`src/design/rrds_pkg.sv`:
```
// shared types and constants of the round-robin downlink scheduler
// no dependencies
package rrds_pkg;

  localparam int LINK_IDX_W = 2;
  localparam int MASK_W     = 4;
  localparam int NUM_W      = 32;
  localparam int BACKLOG_W  = 9;

  typedef struct packed {
    logic [MASK_W-1:0] arrival_mask;
    logic [MASK_W-1:0] channel_good_mask;
  } slot_item_t;

  typedef struct packed {
    logic                  served;
    logic [LINK_IDX_W-1:0] served_link;
    logic [NUM_W-1:0]      served_packet_id;
    logic [NUM_W-1:0]      served_gen_slot;
    logic [BACKLOG_W-1:0]  total_backlog;
    logic [MASK_W-1:0]     dropped_mask;
  } result_item_t;

  // one entry of the packet store
  typedef struct packed {
    logic [NUM_W-1:0] id;
    logic [NUM_W-1:0] gen;
  } store_word_t;

  // outcome of the round-robin scan
  typedef struct packed {
    logic                  found;
    logic [LINK_IDX_W-1:0] link;
  } pick_t;

endpackage

```
`src/design/rrds_rr_pick.sv`:
```
// round-robin scan: first ready link after the last one served
// depends on rrds_pkg for the pick type
module rrds_rr_pick #(
  parameter int NUM_LINKS = 4
) (
  input  logic [NUM_LINKS-1:0]            nonempty,
  input  logic [NUM_LINKS-1:0]            good,
  input  logic [rrds_pkg::LINK_IDX_W-1:0] last,
  output rrds_pkg::pick_t                 pick
);
  import rrds_pkg::*;

  always_comb begin
    logic [LINK_IDX_W:0]   sum;
    logic [LINK_IDX_W-1:0] cand;
    pick = '0;
    for (int off = 1; off <= NUM_LINKS; off++) begin
      sum = {1'b0, last} + (LINK_IDX_W + 1)'(off);
      if (sum >= (LINK_IDX_W + 1)'(NUM_LINKS)) begin
        sum = sum - (LINK_IDX_W + 1)'(NUM_LINKS);
      end
      cand = sum[LINK_IDX_W-1:0];
      if (!pick.found && nonempty[cand] && good[cand]) begin
        pick.found = 1'b1;
        pick.link  = cand;
      end
    end
  end

endmodule

```
`config.mk`:
```
export PLATFORM = sky130hd
export DESIGN_NAME = rrds_rr_pick
export DESIGN_NICKNAME = d
export VERILOG_FILES = /design/src/design/rrds_pkg.sv /design/src/design/rrds_rr_pick.sv
export SDC_FILE = /design/constraint.sdc
export NUM_CORES = 1
export LEC_CHECK = 0
export BUFFER_PORTS_ARGS = -buffer_cell sky130_fd_sc_hd__buf_2
export CAP_MARGIN = 20
export CORE_AREA = 2 2 39 41
export DETAILED_ROUTE_END_ITERATION = 6
export DIE_AREA = 0 0 41 43
export PLACE_DENSITY = 0.3
export SYNTH_ARGS = -nofsm -noshare
export SYNTH_HDL_FRONTEND = slang
export SYNTH_SLANG_ARGS = --single-unit
```
`constraint.sdc`:
```
create_clock -name vclk -period 1.15
set_input_delay 0 -clock vclk [all_inputs]
set_output_delay 0 -clock vclk [all_outputs]
set_load 0.005 [all_outputs]
```
==> metrics, run 1 <==
status=finished clean; Crit-path slowest cell=a22oi_1; vias=169; DR iter-0 viols=1; Synth-to-Final Area Change=88.3%; gr busiest metal=met1; HPWL after DPL=370 microns; crit path kind=in -> out; hold_buf cts=0; CP peak stage delay=0.24 ns; Nets=40; Hold Path Class=in -> out; Top Ports=13; grt ovf=0; critical path peak fanout=4; Cell Area, Synth=96.3 sq um; largest net degree at the start of global routing=5; Rel. slew slack=0.846; Core Rows=14; synth top area cells=a311oi_1 18%, and3b_1 18%, nand2_1 12%; Reg area=0 sq um; post-route cell area=181 sq um; layout cells sized above 1=0.500; dpl cell area=181 sq um; Initial Util=0.0696; TritonRoute pass-1 iters=2; worst slew pin tran=0.229 ns; GRT met2 Usage=0.0344; num sequential=0; sequential area share after synthesis=0; multi-input logic area=92.6 sq um; drt drc=0; Max Fclk=1.24 GHz; initial antenna violation count=0; worst hold slack=0.347 ns; Antenna Cells=0; syn avg cell area=6.42 sq um; Resized cells post-CTS=0; Placed Cells=44; gp weighted congestion=0.741; Gate Count Post-Synth=15; startpoint types=input pin; crit path capture type=primary output; post-layout min period=0.808 ns; Buffers on Ports=13; final hold viol count=0; final non-filler cell total=44; Die W=41 microns; cell taking the most area after synthesis=a311oi_1; most frequent CP cell=buf_2; die area=1760 sq um; fill count=157; Post-CTS Setup Bufs=0; cell chain of the critical path=buf_2 > a22oi_1 > nor3_1 > a221oi_1 > buf_2; period utilization=0.703; M1 GR Usage=0.0886; DR WL/cell=9.18 microns; setup TNS=0 ns; Setup WS pre-CTS=0.347 ns; gr usage total=0.0440; met3 GRT Util=0.0262; Worst Path Arrival=0.81 ns; chip height=43 microns; critical path required time=1.15 ns; max-cap violations=0; count of clock buffers in the final design=0; Post-DRT Antenna Nets=0; top cell family by delay on the critical path=compound AO/OA/AOI/OAI gates; Synth top area share=0.182; syn nets=25; Max rail drop VDD=0.000109 V; power per cell area=359 nW/um^2; Buf/Inv on CP=2; Post-Route WL=404 microns; yosys warns=0; vias per inst=3.84; Final setup viols=0; number of global-route vias before repair=136; final worst slack=0.342 ns; RSZ-0062 raised after global routing=no; leakage power=0.0956 nW; Final Max Slew Viols=0; CORE AREA=1380 sq um; Unique masters post-synth=10; first-pass GRT wire length=586 microns
## where the power goes
part	switching [mW]	internal, mW	total [mW]	leakage, nW
Combinational	0.0312	0.0340	0.0652	0.0956
Sequential	0	0	0	0
Clock	0	0	0	0
Total	0.0312	0.0340	0.0652	0.0956
## Yosys cell counts
cell	n
a311oi_1	2
a22o_2	1
o21ai_1	1
and3b_1	2
a22oi_1	1
nand2_1	3
nor3_1	1
inv_1	1
nand3_1	2
a221oi_1	1
## through the flow
stage | utilization | power, mW
2_1_floorplan | - | 0.0279
3_3_place_gp | 0.131 | 0.0672
3_5_place_dp | 0.131 | 0.0646
4_1_cts | 0.131 | 0.0648
5_1_grt | 0.131 | 0.0720
6_report | 0.131 | 0.0652
## cells by family after synthesis
group	count (synthesis)	synth area share
AOI/OAI and AO/OA	6	0.507
buffers and inverters	1	0.0389
and+or+nand+nor	8	0.455
## cell type report
class,instances,share of cell area
tap,16,0.110
timing repair buffer,13,0.359
inverter,1,0.0207
multi-input combinational,14,0.510
## layer usage
metal	up-vias	share of wire	wire length [microns]
met2	13	0.23	93
met5	-	0	0
met1	67	0.53	216
li1	89	-	-
met4	0	0	0
met3	0	0.23	94
## final timing paths
check / start / depth (start not counted) / to / slack [ns]
min: good[3] / 4 / pick[2] / 0.35
max: good[1] / 5 / pick[1] / 0.34
## placed cells by master, fill, tap and decap left out
cell type and count:
a22oi_1 1, o21ai_1 1, a22o_2 1, nor3_1 1, and3b_1 2, buf_2 13
nand2_1 3, nand3_1 2, inv_1 1, a221oi_1 1, a311oi_1 2
No activity file was read; power rests on OpenSTA's default activity.
==> inputs of run 2 (changes only) <==
==> constraint.sdc (replaced) <==
create_clock -name vclk -period 0.8
set_input_delay 0 -clock vclk [all_inputs]
set_output_delay 0 -clock vclk [all_outputs]
set_load 0.005 [all_outputs]
==> run 2 against run 1 <==
Net effect:
- design area up 30%
- clock-buffer cell count unchanged
- setup slack worse by 0.30 ns
- sequential share of layout area unchanged
- first-iteration DRC count down 100%
- hold slack better by 0.0017 ns
- power up 88%
- cell count up 9.1%
==> metrics, run 2 (synthesis gave the netlist of run 1 again) <==
status=finished clean; largest net degree at the start of global routing=5 (unchanged); initial antenna violation count=0 (unchanged); TritonRoute pass-1 iters=1 (-1); layout cells sized above 1=0.719 (+0.219); commonest cells after routing, fill and taps aside=13 x buf_2, 4 x buf_4, 3 x nand2_1, 2 x nand3_1; gp weighted congestion=0.757 (+2.2%); crit path kind=in -> out; number of global-route vias before repair=176 (+29%); grt ovf=0 (unchanged); Hold Path Class=in -> out; DR iter-0 viols=0 (-1); drt drc=0 (unchanged); period utilization=0.951; vias per inst=4.00 (+4.1%); power per cell area=522 nW/um^2 (+45%); Rel. slew slack=0.852 (+0.00643); startpoint types=input pin; vias=192 (+14%); Final setup viols=0 (unchanged); critical path required time=0.80 ns (-0.35 ns); critical path peak fanout=3 (-1); Antenna Cells=0 (unchanged); Post-Route WL=500 microns (+24%); Worst Path Arrival=0.76 ns (-0.05 ns); Max rail drop VDD=0.000139 V (+28%); worst slew pin tran=0.220 ns (-0.00958 ns); Core Rows=14 (unchanged); Initial Util=0.0696 (unchanged); CP peak stage delay=0.21 ns (-0.03 ns); post-route cell area=235 sq um (+30%); count of clock buffers in the final design=0 (unchanged); chip height=43 microns (unchanged); Die W=41 microns (unchanged); final hold viol count=0 (unchanged); gr usage total=0.0519 (+0.00799); DR WL/cell=10.4 microns (+13%); Post-CTS Setup Bufs=0 (unchanged); most frequent CP cell=buf_2; Reg area=0 sq um (unchanged); Max Fclk=1.31 GHz; first-pass GRT wire length=690 microns (+18%); leakage power=0.116 nW (+21%); max-cap violations=0 (unchanged); crit path capture type=primary output; num sequential=0 (unchanged); CORE AREA=1380 sq um (unchanged); Final Max Slew Viols=0 (unchanged); Post-DRT Antenna Nets=0 (unchanged); post-layout min period=0.761 ns; Tot Pwr=0.123 mW (+88%); Top Ports=13 (unchanged); die area=1760 sq um (unchanged); dpl cell area=211 sq um (+17%); Crit-path slowest cell=a311oi_1; Buffers on Ports=13 (unchanged); HPWL after DPL=391 microns (+5.5%); Nets=44 (+10%); Synth-to-Final Area Change=144%; commonest non-fill, non-tap cell in the layout=buf_2; cell chain of the critical path=buf_2 > and3b_1 > a311oi_1 > o21ai_1 > buf_2; hold_buf cts=0 (unchanged)
-- run 2: per-stage QoR --
step	TNS, ns	utilization	setup WS, ns	std cells	hold slack (ns)
after floorplan	0	-	0.291	15	0.114
after global placement	-0.0533	0.153	-0.0533	48	0.354
after detailed placement	-0.00344	0.153	-0.00344	48	0.358
after CTS	0	0.156	0.0254	48	0.343
after global routing	-0.0188	0.170	-0.0188	48	0.376
final	0	0.170	0.0392	48	0.349
-- run 2: cell type report --
cell class	count	area, sq um
Tap cell	16	20.0
Fill cell	167	1150
Multi-Input combinational cell	14	116
Timing Repair Buffer	17	95.1
Inverter	1	3.75
-- run 2: path summary, 6_finish.rpt --
| path | from | to | slack, ns | cells past startpoint |
|---|---|---|---|---|
| hold / removal | good[0] | pick[2] | 0.35 | 4 |
| setup / recovery | nonempty[1] | pick[0] | 0.04 | 5 |
-- run 2: worst max-delay path, delay by kind of cell --
family | cells | cell delay [ns]
buffers and inverters | 2 | 0.25
AO/OA/AOI/OAI | 2 | 0.31
AND/OR/NAND/NOR | 1 | 0.20
-- run 2: what timing repair did --
action / 4_1_cts / 5_1_grt
pin swaps: 0 / 3
setup endpoints to repair: 1 / 2
gates resized for setup: 1 / 4
-- run 2: routing by layer --
layer	global-route usage	wire [microns]	up-vias
li1	-	-	98
met1	0.0949	270	81
met2	0.0594	169	13
met3	0.0157	60	0
met4	0	0	0
met5	0	0	-
-- run 2: power by group --
group          switching [mW]  internal [mW]
Clock                       0              0
Sequential                  0              0
Combinational          0.0548         0.0679
Total                  0.0548         0.0679
